--- src/sv/gsda_pkg.sv ---
// types and constants shared by the gps sample distance accumulator
package gsda_pkg;

  localparam int SPD_W      = 16;
  localparam int SAT_W      = 6;
  localparam int ACC_W      = 16;
  localparam int RATE_W     = 6;
  localparam int CMS_W      = 13;
  localparam int CNT_W      = 32;
  localparam int SSUM_W     = 19;
  localparam int SUM_W      = 48;
  localparam int DVD_W      = SUM_W + 1;
  localparam int STEP_W     = $clog2(DVD_W + 1);
  localparam int CFG_IDX_W  = 2;
  localparam int CFG_DATA_W = 16;

  localparam logic [SUM_W-1:0]  SUM_MAX  = {SUM_W{1'b1}};
  localparam logic [CNT_W-1:0]  DIST_MAX = {CNT_W{1'b1}};

  // x / 10 == (x * 52429) >> 19 for every 16-bit x
  localparam int RECIP_W     = 17;
  localparam logic [RECIP_W-1:0] RECIP10 = RECIP_W'(52429);
  localparam int RECIP_SHIFT = 19;

  localparam logic [CFG_IDX_W-1:0] REG_MIN_SATS = 2'd0;
  localparam logic [CFG_IDX_W-1:0] REG_MAX_ACC  = 2'd1;
  localparam logic [CFG_IDX_W-1:0] REG_RATE     = 2'd2;

  localparam logic CMD_FIX   = 1'b0;
  localparam logic CMD_CLEAR = 1'b1;

  localparam logic [SAT_W-1:0]  MIN_SATS_RST = 6'd5;
  localparam logic [ACC_W-1:0]  MAX_ACC_RST  = 16'd2000;
  localparam logic [RATE_W-1:0] RATE_RST     = 6'd10;

  typedef struct packed {
    logic take_fix;
    logic take_clear;
    logic div_start;
    logic div_avg;
    logic dist_cap;
    logic avg_cap;
    logic load_out;
  } ctl_cmd_t;

  typedef struct packed {
    logic close;
    logic div_done;
  } dp_stat_t;

  typedef struct packed {
    logic [CNT_W-1:0] sample_number;
    logic [CMS_W-1:0] speed_cm_s;
    logic [CNT_W-1:0] session_distance_cm;
    logic [CNT_W-1:0] run_distance_cm;
    logic [CNT_W-1:0] alpha_distance_cm;
    logic             second_ready;
    logic [CMS_W-1:0] second_average_cm_s;
    logic [CNT_W-1:0] second_number;
  } res_word_t;

endpackage

--- src/sv/gsda_if.sv ---
// channel interfaces: fix input, result output, configuration write
interface gsda_in_if import gsda_pkg::*; ();
  logic             valid;
  logic             ready;
  logic             command;
  logic [SPD_W-1:0] ground_speed_mm_s;
  logic [SAT_W-1:0] num_satellites;
  logic [ACC_W-1:0] speed_accuracy_mm_s;

  modport source (output valid, command, ground_speed_mm_s, num_satellites,
                  speed_accuracy_mm_s, input ready);
  modport sink (input valid, command, ground_speed_mm_s, num_satellites,
                speed_accuracy_mm_s, output ready);
endinterface

interface gsda_out_if import gsda_pkg::*; ();
  logic             valid;
  logic             ready;
  logic [CNT_W-1:0] sample_number;
  logic [CMS_W-1:0] speed_cm_s;
  logic [CNT_W-1:0] session_distance_cm;
  logic [CNT_W-1:0] run_distance_cm;
  logic [CNT_W-1:0] alpha_distance_cm;
  logic             second_ready;
  logic [CMS_W-1:0] second_average_cm_s;
  logic [CNT_W-1:0] second_number;

  modport source (output valid, sample_number, speed_cm_s, session_distance_cm,
                  run_distance_cm, alpha_distance_cm, second_ready,
                  second_average_cm_s, second_number, input ready);
  modport sink (input valid, sample_number, speed_cm_s, session_distance_cm,
                run_distance_cm, alpha_distance_cm, second_ready,
                second_average_cm_s, second_number, output ready);
endinterface

interface gsda_cfg_if import gsda_pkg::*; ();
  logic                  valid;
  logic                  ready;
  logic [CFG_IDX_W-1:0]  index;
  logic [CFG_DATA_W-1:0] data;

  modport source (output valid, index, data, input ready);
  modport sink (input valid, index, data, output ready);
endinterface

--- src/sv/gsda_div.sv ---
// serial restoring divider, one quotient bit per cycle
module gsda_div import gsda_pkg::*; #(
  parameter int DIV_W = 10
) (
  input  logic              clk,
  input  logic              rst_n,
  input  logic              start,
  input  logic [DVD_W-1:0]  dividend,
  input  logic [DIV_W-1:0]  divisor,
  input  logic [STEP_W-1:0] steps,
  output logic              busy,
  output logic              done,
  output logic [DVD_W-1:0]  quotient
);

  logic [DVD_W-1:0]  dvd_r;
  logic [DVD_W-1:0]  quo_r;
  logic [DIV_W-1:0]  rem_r;
  logic [DIV_W-1:0]  dsr_r;
  logic [STEP_W-1:0] cnt_r;
  logic              done_r;
  logic [DIV_W:0]    trial;
  logic [DIV_W:0]    diff;
  logic              ge;
  logic [DIV_W-1:0]  rem_nxt;

  always_comb begin
    trial   = {rem_r, dvd_r[DVD_W-1]};
    diff    = trial - {1'b0, dsr_r};
    ge      = (trial >= {1'b0, dsr_r});
    rem_nxt = ge ? diff[DIV_W-1:0] : trial[DIV_W-1:0];
  end

  always_ff @(posedge clk) begin
    if (!rst_n) begin
      cnt_r  <= '0;
      done_r <= 1'b0;
    end else begin
      done_r <= 1'b0;
      if (start) begin
        cnt_r <= steps;
      end else if (cnt_r != '0) begin
        cnt_r  <= cnt_r - STEP_W'(1);
        done_r <= (cnt_r == STEP_W'(1));
      end
    end
  end

  always_ff @(posedge clk) begin
    if (start) begin
      dvd_r <= dividend;
      quo_r <= '0;
      rem_r <= '0;
      dsr_r <= divisor;
    end else if (cnt_r != '0) begin
      dvd_r <= {dvd_r[DVD_W-2:0], 1'b0};
      quo_r <= {quo_r[DVD_W-2:0], ge};
      rem_r <= rem_nxt;
    end
  end

  assign busy     = (cnt_r != '0);
  assign done     = done_r;
  assign quotient = quo_r;

endmodule

--- src/sv/gsda_ctrl.sv ---
// controller state machine: sequences accept, divisions and result load
module gsda_ctrl import gsda_pkg::*; (
  input  logic      clk,
  input  logic      rst_n,
  input  logic      in_valid,
  input  logic      in_command,
  output logic      in_ready,
  input  logic      out_ready,
  output logic      out_valid,
  input  dp_stat_t  stat,
  output ctl_cmd_t  cmd
);

  localparam logic [2:0] S_IDLE   = 3'd0;
  localparam logic [2:0] S_DSTART = 3'd1;
  localparam logic [2:0] S_DRUN   = 3'd2;
  localparam logic [2:0] S_ASTART = 3'd3;
  localparam logic [2:0] S_ARUN   = 3'd4;
  localparam logic [2:0] S_LOAD   = 3'd5;

  logic [2:0] state_r, state_nxt;
  logic       out_valid_r, out_valid_nxt;
  logic       accept;

  always_comb begin
    in_ready  = (state_r == S_IDLE);
    accept    = in_valid && in_ready;
    cmd       = '0;
    state_nxt = state_r;
    cmd.take_fix   = accept && (in_command == CMD_FIX);
    cmd.take_clear = accept && (in_command == CMD_CLEAR);
    case (state_r)
      S_IDLE: begin
        if (accept) begin
          state_nxt = (in_command == CMD_CLEAR) ? S_LOAD : S_DSTART;
        end
      end
      S_DSTART: begin
        cmd.div_start = 1'b1;
        state_nxt     = S_DRUN;
      end
      S_DRUN: begin
        if (stat.div_done) begin
          cmd.dist_cap = 1'b1;
          state_nxt    = stat.close ? S_ASTART : S_LOAD;
        end
      end
      S_ASTART: begin
        cmd.div_start = 1'b1;
        cmd.div_avg   = 1'b1;
        state_nxt     = S_ARUN;
      end
      S_ARUN: begin
        if (stat.div_done) begin
          cmd.avg_cap = 1'b1;
          state_nxt   = S_LOAD;
        end
      end
      S_LOAD: begin
        if (!out_valid_r || out_ready) begin
          cmd.load_out = 1'b1;
          state_nxt    = S_IDLE;
        end
      end
      default: state_nxt = S_IDLE;
    endcase
    if (cmd.load_out) begin
      out_valid_nxt = 1'b1;
    end else if (out_ready) begin
      out_valid_nxt = 1'b0;
    end else begin
      out_valid_nxt = out_valid_r;
    end
  end

  always_ff @(posedge clk) begin
    if (!rst_n) begin
      state_r     <= S_IDLE;
      out_valid_r <= 1'b0;
    end else begin
      state_r     <= state_nxt;
      out_valid_r <= out_valid_nxt;
    end
  end

  assign out_valid = out_valid_r;

endmodule

--- src/sv/gsda_dp.sv ---
// datapath: config registers, counters, speed sums and result register
module gsda_dp import gsda_pkg::*; #(
  parameter int MAX_RATE_HZ = 50,
  parameter int DIV_W       = 10
) (
  input  logic                  clk,
  input  logic                  rst_n,
  input  logic                  cfg_we,
  input  logic [CFG_IDX_W-1:0]  cfg_index,
  input  logic [CFG_DATA_W-1:0] cfg_data,
  input  logic [SPD_W-1:0]      ground_speed_mm_s,
  input  logic [SAT_W-1:0]      num_satellites,
  input  logic [ACC_W-1:0]      speed_accuracy_mm_s,
  input  ctl_cmd_t              cmd,
  output logic                  close,
  output logic [DVD_W-1:0]      div_dividend,
  output logic [DIV_W-1:0]      div_divisor,
  output logic [STEP_W-1:0]     div_steps,
  input  logic [DVD_W-1:0]      div_quotient,
  output res_word_t             res
);

  localparam logic [RATE_W-1:0] MAX_RATE = RATE_W'(MAX_RATE_HZ);

  logic [SAT_W-1:0]  min_sats_r;
  logic [ACC_W-1:0]  max_acc_r;
  logic [RATE_W-1:0] rate_cfg_r;

  // session, run and alpha sums always move together, so one register holds them
  logic [SUM_W-1:0]  sum_r;
  logic [CNT_W-1:0]  fix_r;
  logic [RATE_W-1:0] phase_r;
  logic [CNT_W-1:0]  sec_r;
  logic [SSUM_W-1:0] ssum_r;
  logic              close_r;

  logic [CMS_W-1:0]  cms_r;
  logic [SSUM_W-1:0] snap_r;
  logic [RATE_W-1:0] rate_r;
  logic [CNT_W-1:0]  dist_r;
  logic [CMS_W-1:0]  avg_r;
  res_word_t         res_r;

  logic [RATE_W-1:0]          rate_eff;
  logic [SPD_W+RECIP_W-1:0]   prod;
  logic [CMS_W-1:0]           cms;
  logic                       gate;
  logic [DVD_W-1:0]           sum_add;
  logic [SUM_W-1:0]           sum_sat;
  logic [RATE_W-1:0]          phase_inc;
  logic                       close_now;
  logic [SSUM_W-1:0]          ssum_add;
  logic [DVD_W-1:0]           half_div;

  always_comb begin
    if (rate_cfg_r == '0) begin
      rate_eff = RATE_W'(1);
    end else if (rate_cfg_r > MAX_RATE) begin
      rate_eff = MAX_RATE;
    end else begin
      rate_eff = rate_cfg_r;
    end
    prod      = ground_speed_mm_s * RECIP10;
    cms       = prod[RECIP_SHIFT+CMS_W-1:RECIP_SHIFT];
    gate      = (num_satellites >= min_sats_r) && (speed_accuracy_mm_s < max_acc_r);
    sum_add   = {1'b0, sum_r} + DVD_W'(ground_speed_mm_s);
    sum_sat   = sum_add[SUM_W] ? SUM_MAX : sum_add[SUM_W-1:0];
    phase_inc = phase_r + RATE_W'(1);
    close_now = (phase_inc >= rate_eff);
    ssum_add  = ssum_r + SSUM_W'(cms);
    // round half up: (sum + 5 rate) / (10 rate)
    half_div  = DVD_W'({rate_r, 2'b00}) + DVD_W'(rate_r);
    if (cmd.div_avg) begin
      div_dividend = {snap_r, {(DVD_W-SSUM_W){1'b0}}};
      div_divisor  = DIV_W'(rate_r);
      div_steps    = STEP_W'(SSUM_W);
    end else begin
      div_dividend = {1'b0, sum_r} + half_div;
      div_divisor  = (DIV_W'(rate_r) << 3) + (DIV_W'(rate_r) << 1);
      div_steps    = STEP_W'(DVD_W);
    end
  end

  always_ff @(posedge clk) begin
    if (!rst_n) begin
      min_sats_r <= MIN_SATS_RST;
      max_acc_r  <= MAX_ACC_RST;
      rate_cfg_r <= RATE_RST;
      sum_r      <= '0;
      fix_r      <= '0;
      phase_r    <= '0;
      sec_r      <= '1;
      ssum_r     <= '0;
      close_r    <= 1'b0;
    end else begin
      if (cfg_we) begin
        case (cfg_index)
          REG_MIN_SATS: min_sats_r <= cfg_data[SAT_W-1:0];
          REG_MAX_ACC:  max_acc_r  <= cfg_data[ACC_W-1:0];
          REG_RATE:     rate_cfg_r <= cfg_data[RATE_W-1:0];
          default: ;
        endcase
      end
      if (cmd.take_clear) begin
        sum_r   <= '0;
        close_r <= 1'b0;
      end else if (cmd.take_fix) begin
        fix_r   <= fix_r + CNT_W'(1);
        close_r <= close_now;
        if (gate) begin
          sum_r <= sum_sat;
        end
        if (close_now) begin
          phase_r <= '0;
          ssum_r  <= '0;
          sec_r   <= sec_r + CNT_W'(1);
        end else begin
          phase_r <= phase_inc;
          ssum_r  <= ssum_add;
        end
      end
    end
  end

  always_ff @(posedge clk) begin
    if (cmd.take_clear) begin
      cms_r  <= '0;
      dist_r <= '0;
      avg_r  <= '0;
    end else if (cmd.take_fix) begin
      cms_r  <= cms;
      snap_r <= ssum_add;
      rate_r <= rate_eff;
      avg_r  <= '0;
    end
    if (cmd.dist_cap) begin
      dist_r <= (div_quotient[DVD_W-1:CNT_W] != '0) ? DIST_MAX : div_quotient[CNT_W-1:0];
    end
    if (cmd.avg_cap) begin
      avg_r <= div_quotient[CMS_W-1:0];
    end
    if (cmd.load_out) begin
      res_r.sample_number       <= fix_r;
      res_r.speed_cm_s          <= cms_r;
      res_r.session_distance_cm <= dist_r;
      res_r.run_distance_cm     <= dist_r;
      res_r.alpha_distance_cm   <= dist_r;
      res_r.second_ready        <= close_r;
      res_r.second_average_cm_s <= avg_r;
      res_r.second_number       <= close_r ? sec_r : '0;
    end
  end

  assign close = close_r;
  assign res   = res_r;

endmodule

--- src/sv/gps_sample_distance_accumulator_top.sv ---
// top level of the gps sample distance accumulator
//
//  channel  | dir | handshake     | word
//  ---------+-----+---------------+------------------------------------------
//  cfg_ch   | in  | valid/ready   | register index, write data
//  in_ch    | in  | valid/ready   | command, speed, satellites, accuracy
//  out_ch   | out | valid/ready   | sample, speed, distances, second bucket
//
//  a fix word runs one division for the distance and, when it closes a
//  second, one more for the average, of 49 and 19 quotient bits
//  a clear word goes straight to the result load; cfg_ready is always high
//  reset is synchronous; the next word is taken while a result waits in the
//  output register, and a stalled output holds the last load until taken
module gps_sample_distance_accumulator_top import gsda_pkg::*; #(
  parameter int MAX_RATE_HZ = 50
) (
  input  logic      clk,
  input  logic      rst_n,
  gsda_cfg_if.sink  cfg_ch,
  gsda_in_if.sink   in_ch,
  gsda_out_if.source out_ch
);

  localparam int DIV_W = $clog2(10 * MAX_RATE_HZ + 1);

  ctl_cmd_t          cmd;
  dp_stat_t          stat;
  logic              close;
  logic              div_busy;
  logic              div_done;
  logic [DVD_W-1:0]  div_dividend;
  logic [DIV_W-1:0]  div_divisor;
  logic [STEP_W-1:0] div_steps;
  logic [DVD_W-1:0]  div_quotient;
  res_word_t         res;

  assign cfg_ch.ready = 1'b1;
  assign stat.close    = close;
  assign stat.div_done = div_done;

  gsda_ctrl u_ctrl (
    .clk        (clk),
    .rst_n      (rst_n),
    .in_valid   (in_ch.valid),
    .in_command (in_ch.command),
    .in_ready   (in_ch.ready),
    .out_ready  (out_ch.ready),
    .out_valid  (out_ch.valid),
    .stat       (stat),
    .cmd        (cmd)
  );

  gsda_dp #(
    .MAX_RATE_HZ (MAX_RATE_HZ),
    .DIV_W       (DIV_W)
  ) u_dp (
    .clk                 (clk),
    .rst_n               (rst_n),
    .cfg_we              (cfg_ch.valid),
    .cfg_index           (cfg_ch.index),
    .cfg_data            (cfg_ch.data),
    .ground_speed_mm_s   (in_ch.ground_speed_mm_s),
    .num_satellites      (in_ch.num_satellites),
    .speed_accuracy_mm_s (in_ch.speed_accuracy_mm_s),
    .cmd                 (cmd),
    .close               (close),
    .div_dividend        (div_dividend),
    .div_divisor         (div_divisor),
    .div_steps           (div_steps),
    .div_quotient        (div_quotient),
    .res                 (res)
  );

  gsda_div #(
    .DIV_W (DIV_W)
  ) u_div (
    .clk      (clk),
    .rst_n    (rst_n),
    .start    (cmd.div_start),
    .dividend (div_dividend),
    .divisor  (div_divisor),
    .steps    (div_steps),
    .busy     (div_busy),
    .done     (div_done),
    .quotient (div_quotient)
  );

  assign out_ch.sample_number       = res.sample_number;
  assign out_ch.speed_cm_s          = res.speed_cm_s;
  assign out_ch.session_distance_cm = res.session_distance_cm;
  assign out_ch.run_distance_cm     = res.run_distance_cm;
  assign out_ch.alpha_distance_cm   = res.alpha_distance_cm;
  assign out_ch.second_ready        = res.second_ready;
  assign out_ch.second_average_cm_s = res.second_average_cm_s;
  assign out_ch.second_number       = res.second_number;

  a_idle_div: assert property (@(posedge clk) disable iff (!rst_n)
    in_ch.ready |-> !div_busy)
    else $error("input taken while divider busy");

  a_load_src: assert property (@(posedge clk) disable iff (!rst_n)
    $rose(out_ch.valid) |-> $past(cmd.load_out))
    else $error("result valid without a load");

  a_no_bucket: assert property (@(posedge clk) disable iff (!rst_n)
    out_ch.valid && !out_ch.second_ready |->
      out_ch.second_number == '0 && out_ch.second_average_cm_s == '0)
    else $error("second fields set without a closed bucket");

  a_start_idle: assert property (@(posedge clk) disable iff (!rst_n)
    cmd.div_start |-> !div_busy)
    else $error("divider restarted while busy");

endmodule
--- src/flat_wrapper.sv ---
// flat-port wrapper written by rule: the top's interface ports become plain ports
module gps_sample_distance_accumulator_top_flat import gsda_pkg::*;
#(
  parameter int MAX_RATE_HZ = 50
)
  (clk, rst_n, cfg_ch_valid, cfg_ch_index, cfg_ch_data, cfg_ch_ready, in_ch_valid, in_ch_command, in_ch_ground_speed_mm_s, in_ch_num_satellites, in_ch_speed_accuracy_mm_s, in_ch_ready, out_ch_valid, out_ch_sample_number, out_ch_speed_cm_s, out_ch_session_distance_cm, out_ch_run_distance_cm, out_ch_alpha_distance_cm, out_ch_second_ready, out_ch_second_average_cm_s, out_ch_second_number, out_ch_ready);
  gsda_cfg_if cfg_ch_i ();
  gsda_in_if in_ch_i ();
  gsda_out_if out_ch_i ();
  input  logic clk;
  input  logic rst_n;
  input wire logic [$bits(cfg_ch_i.valid)-1:0] cfg_ch_valid;
  input wire logic [$bits(cfg_ch_i.index)-1:0] cfg_ch_index;
  input wire logic [$bits(cfg_ch_i.data)-1:0] cfg_ch_data;
  output wire logic [$bits(cfg_ch_i.ready)-1:0] cfg_ch_ready;
  input wire logic [$bits(in_ch_i.valid)-1:0] in_ch_valid;
  input wire logic [$bits(in_ch_i.command)-1:0] in_ch_command;
  input wire logic [$bits(in_ch_i.ground_speed_mm_s)-1:0] in_ch_ground_speed_mm_s;
  input wire logic [$bits(in_ch_i.num_satellites)-1:0] in_ch_num_satellites;
  input wire logic [$bits(in_ch_i.speed_accuracy_mm_s)-1:0] in_ch_speed_accuracy_mm_s;
  output wire logic [$bits(in_ch_i.ready)-1:0] in_ch_ready;
  output wire logic [$bits(out_ch_i.valid)-1:0] out_ch_valid;
  output wire logic [$bits(out_ch_i.sample_number)-1:0] out_ch_sample_number;
  output wire logic [$bits(out_ch_i.speed_cm_s)-1:0] out_ch_speed_cm_s;
  output wire logic [$bits(out_ch_i.session_distance_cm)-1:0] out_ch_session_distance_cm;
  output wire logic [$bits(out_ch_i.run_distance_cm)-1:0] out_ch_run_distance_cm;
  output wire logic [$bits(out_ch_i.alpha_distance_cm)-1:0] out_ch_alpha_distance_cm;
  output wire logic [$bits(out_ch_i.second_ready)-1:0] out_ch_second_ready;
  output wire logic [$bits(out_ch_i.second_average_cm_s)-1:0] out_ch_second_average_cm_s;
  output wire logic [$bits(out_ch_i.second_number)-1:0] out_ch_second_number;
  input wire logic [$bits(out_ch_i.ready)-1:0] out_ch_ready;
  assign cfg_ch_i.valid = cfg_ch_valid;
  assign cfg_ch_i.index = cfg_ch_index;
  assign cfg_ch_i.data = cfg_ch_data;
  assign cfg_ch_ready = cfg_ch_i.ready;
  assign in_ch_i.valid = in_ch_valid;
  assign in_ch_i.command = in_ch_command;
  assign in_ch_i.ground_speed_mm_s = in_ch_ground_speed_mm_s;
  assign in_ch_i.num_satellites = in_ch_num_satellites;
  assign in_ch_i.speed_accuracy_mm_s = in_ch_speed_accuracy_mm_s;
  assign in_ch_ready = in_ch_i.ready;
  assign out_ch_valid = out_ch_i.valid;
  assign out_ch_sample_number = out_ch_i.sample_number;
  assign out_ch_speed_cm_s = out_ch_i.speed_cm_s;
  assign out_ch_session_distance_cm = out_ch_i.session_distance_cm;
  assign out_ch_run_distance_cm = out_ch_i.run_distance_cm;
  assign out_ch_alpha_distance_cm = out_ch_i.alpha_distance_cm;
  assign out_ch_second_ready = out_ch_i.second_ready;
  assign out_ch_second_average_cm_s = out_ch_i.second_average_cm_s;
  assign out_ch_second_number = out_ch_i.second_number;
  assign out_ch_i.ready = out_ch_ready;
  gps_sample_distance_accumulator_top #(.MAX_RATE_HZ(MAX_RATE_HZ)) u_core (.clk(clk), .rst_n(rst_n), .cfg_ch(cfg_ch_i), .in_ch(in_ch_i), .out_ch(out_ch_i));
endmodule
--- config.mk ---
export PLATFORM = sky130hd
export DESIGN_NAME = gps_sample_distance_accumulator_top_flat
export DESIGN_NICKNAME = d
export VERILOG_FILES = /design/src/sv/gsda_pkg.sv /design/src/sv/gsda_if.sv /design/src/sv/gsda_div.sv /design/src/sv/gsda_ctrl.sv /design/src/sv/gsda_dp.sv /design/src/sv/gps_sample_distance_accumulator_top.sv /design/src/flat_wrapper.sv
export SDC_FILE = /design/constraint.sdc
export NUM_CORES = 1
export LEC_CHECK = 0
export ABC_AREA = 0
export BUFFER_PORTS_ARGS = -buffer_cell sky130_fd_sc_hd__buf_2
export CAP_MARGIN = 20
export CORE_MARGIN = 2
export CORE_UTILIZATION = 25
export CTS_CLUSTER_DIAMETER = 40
export DETAILED_ROUTE_END_ITERATION = 10
export SLEW_MARGIN = 40
export SYNTH_ARGS = -nofsm -noshare
export SYNTH_HDL_FRONTEND = slang
export SYNTH_HIERARCHICAL = 1
export SYNTH_SLANG_ARGS = --single-unit
export TNS_END_PERCENT = 100
--- constraint.sdc ---
create_clock -name clk -period 22.7 [get_ports clk]
set_input_delay 2.27 -clock clk [delete_from_list [all_inputs] [get_ports clk]]
set_output_delay 2.27 -clock clk [all_outputs]
set_load 0.02 [all_outputs]
==> flow_summary.yaml <==
global_routing:
  overflow: 0
  grt_usage_pct: 11.3
  grt_pass1_wl_um: 106000
  grt_pass1_vias: 19400
  antenna_found_initial: 2
  grt_start_max_net_pins: 83
setup_path:
  cp.required_ns: 23.19
  start_kind: "input port"
  crit_top_cell: "fa_1"
  worstSetupPathType: "in2reg"
  slowest_stage: "fa_1"
  slowest_delay_ns: 0.55
  endpoint_kind: "flop"
  cp_max_fo: 6
  cp.arrival_ns: 9.43
synth:
  synth_warnings: 6
  synth_top_family_by_area: "adder cells"
  yosysTopAreaCell: "edfxtp_1"
  syn_area_per_cell_um2: 10.2
  yosysSeqAreaShare_pct: 44.6
  synth_compound_area_share_pct: 10.5
  synth_xor_area_share_pct: 5.34
  ys_ff_latch: 499
  synthesis.instances: 2750
  synth_top_area_share_pct: 26.9
  async_reset_ff_share_pct: 0
  syn_area_um2: 28100
  synthDistinctLibCells: 91
  synth_fa_ha_area_share_pct: 15.6
  yosys-top-cells-area: "edfxtp_1, dfxtp_1, ha_1, fa_1, nand2_1"
  synth-edff-count: 251
  synth_ff_type: "edfxtp_1"
  synth-simple-area-share_pct: 14.5
  synth.area.mux_share_pct: 2.77
finish:
  instances_no_fill: 4505
  drive_gt1_share_pct: 18.0
  nets: 3302
  area_growth_pct: 19.3
  nFillCells: 11400
route:
  route.detailed.drc: 0
  via_per_inst: 4.39
  wl_um: 65400
  drt.antenna.violating_nets: 0
  first_iter_violations: 935
  vias: 19800
  drt_pass1_iterations: 5
  wl_per_cell_um: 14.5
die:
  rows: 122
  fp.dieH_um: 339
  dieWidth_um: 339
  start_util_pct: 25.3
  pin_count: 252
  dieArea_um2: 115000
  core_um2: 111000
place:
  dp.cells: 4340
  place.gp.congestion: 0.849
  io_buffers: 250
  dp_hpwl_um: 46900
sta:
  drv_slew: 0
  slew_headroom_pct: 40.9
  finalCriticalPeriod_ns: 8.94
  hold_viol_final: 0
  tns_ns: 0
  rsz0062_at_grt: "no"
  setup_viol: 0
  fin_skew_ns: 0.0353
  worst_pin_slew_ns: 0.880
  fmax_ghz: 0.112
  fin_hold_ws_ns: 0.402
  fin_crit_sh_pct: 39.4
min_path:
  hold_class: "reg2reg"
power:
  power.density_nw_per_um2: 127
  p_leak_nw: 13.6
  fin_total_pwr_mw: 4.26
  peakVddDrop_mv: 0.0902
clock_network:
  clock_sinks: 499
  post-cts-setup-buffers: 0
  clk_pin_slew_ns: 0.05
  cts-buffers-inserted: 86
  cts_root_buf: "clkbuf_16"
  cts_tree: "done"
  ctsHoldBuffers: 0
  htree_levels: 3
  clk_latency_ns: 0.64
  post_cts_resize_count: 0
  cts_buffer_depth: 3
status:
  status: "complete, no violations"
job:
  drv_cap: 0
worst max-delay path, delay by kind of cell:
family	cells	cell delay, ns
adders and majority gates	8	3.60
AOI/OAI and AO/OA	8	1.72
and+or+nand+nor	7	1.16
buffers and inverters	5	0.40
xor gates and xnor gates	1	0.28
registers in the layout, summed over array words and instances, names as in the netlist, 16 cells and up:
signal,cells
u_core/u_dp/ssum_r,19
u_core/u_dp/snap_r,19
u_core/u_dp/fix_r,32
u_core/u_dp/dist_r,32
u_core/u_div/dvd_r,49
u_core/u_dp/max_acc_r,16
u_core/u_dp/res,123
u_core/u_div/quotient,49
u_core/u_dp/sec_r,32
u_core/u_dp/sum_r,48
layout make-up:
type / instances / area [um^2] / share of cell area (%)
multi-input combinational: 1830 / 13700 / 41.0
clock buffer: 94 / 2220 / 6.64
timing repair buffer: 275 / 1480 / 4.41
antenna: 1 / 2.50 / 0.00747
clock inverter: 68 / 744 / 2.22
inverter: 250 / 938 / 2.80
tap: 1488 / 1860 / 5.56
sequential: 499 / 12500 / 37.3
cell families after synthesis:
family | count (synthesis)
adders and majority gates | 299
buffers and inverters | 423
and+or+nand+nor | 825
muxes | 71
xor gates and xnor gates | 171
AOI/OAI and AO/OA | 459
other | 3
DFF | 499
layout by cell type, fill, tap and decap left out, types with 14 or more instances in the layout:
cell,synthesis,final
o211ai_1,15,15
or3_1,33,33
inv_6,0,14
dfxtp_1,248,247
a31oi_1,18,18
o21a_1,43,43
clkbuf_16,0,87
and3_1,33,33
nor2_1,162,160
inv_1,246,245
nor3_1,36,35
a21o_1,29,29
nand3_1,75,75
xnor2_1,88,88
mux2_2,54,54
nand2_1,285,284
buf_2,10,250
o21ai_0,83,82
ha_1,214,214
buf_4,73,20
a21oi_1,168,167
edfxtp_1,251,251
xor2_1,83,83
clkinv_2,0,14
nor2b_1,25,24
mux2i_1,17,17
fa_1,84,84
and2_1,63,61
nand4_1,26,26
power breakdown:
group	internal [mW]	total, mW	switching, mW
registers	1.18	1.27	0.0842
clock network	0.809	1.30	0.496
logic	0.662	1.69	1.03
total	2.65	4.26	1.61
through the flow:
stage,cell area [um^2],worst slack [ns],utilization (%)
final,33500,13.76,30.2
after floorplan,28100,13.96,-
after detailed placement,30400,13.12,27.4
after CTS,33400,13.80,30.1
after global routing,33500,13.24,30.2
after global placement,30400,13.17,27.4
synth_stat cells, types with 43 or more instances:
| master | n |
|---|---|
| ha_1 | 214 |
| nand3_1 | 75 |
| xnor2_1 | 88 |
| nand2_1 | 285 |
| mux2_2 | 54 |
| fa_1 | 84 |
| xor2_1 | 83 |
| dfxtp_1 | 248 |
| o21a_1 | 43 |
| buf_4 | 73 |
| and2_1 | 63 |
| nor2_1 | 162 |
| clkbuf_1 | 80 |
| edfxtp_1 | 251 |
| o21ai_0 | 83 |
| inv_1 | 246 |
| a21oi_1 | 168 |
metal layers:
layer  vias up  routed length, um  track usage [%]
li1       9844                  -                -
met1      9305              29700             14.8
met2       492              30200             18.6
met3       116               3670             2.29
met4         0               1870             4.06
met5         -                  0                0
worst paths after layout:
path / to / startpoint / depth (start not counted) / slack [ns]
setup / recovery: u_core/u_dp/ssum_r[17]$_SDFFE_PN0P_ / in_ch_ground_speed_mm_s[7] / 29 / 13.76
hold reg to reg: u_core/u_dp/res[77]$_DFFE_PP_ / u_core/u_dp/dist_r[31]$_SDFFCE_PN0P_ / 0 / 0.40
setup reg to reg: u_core/u_div/dvd_r[36]$_DFFE_PP_ / u_core/u_dp/rate_r[0]$_DFFE_PP_ / 16 / 17.89
hold / removal: u_core/u_dp/res[77]$_DFFE_PP_ / u_core/u_dp/dist_r[31]$_SDFFCE_PN0P_ / 0 / 0.40
Note: power is estimated with default switching activity, not from simulation.
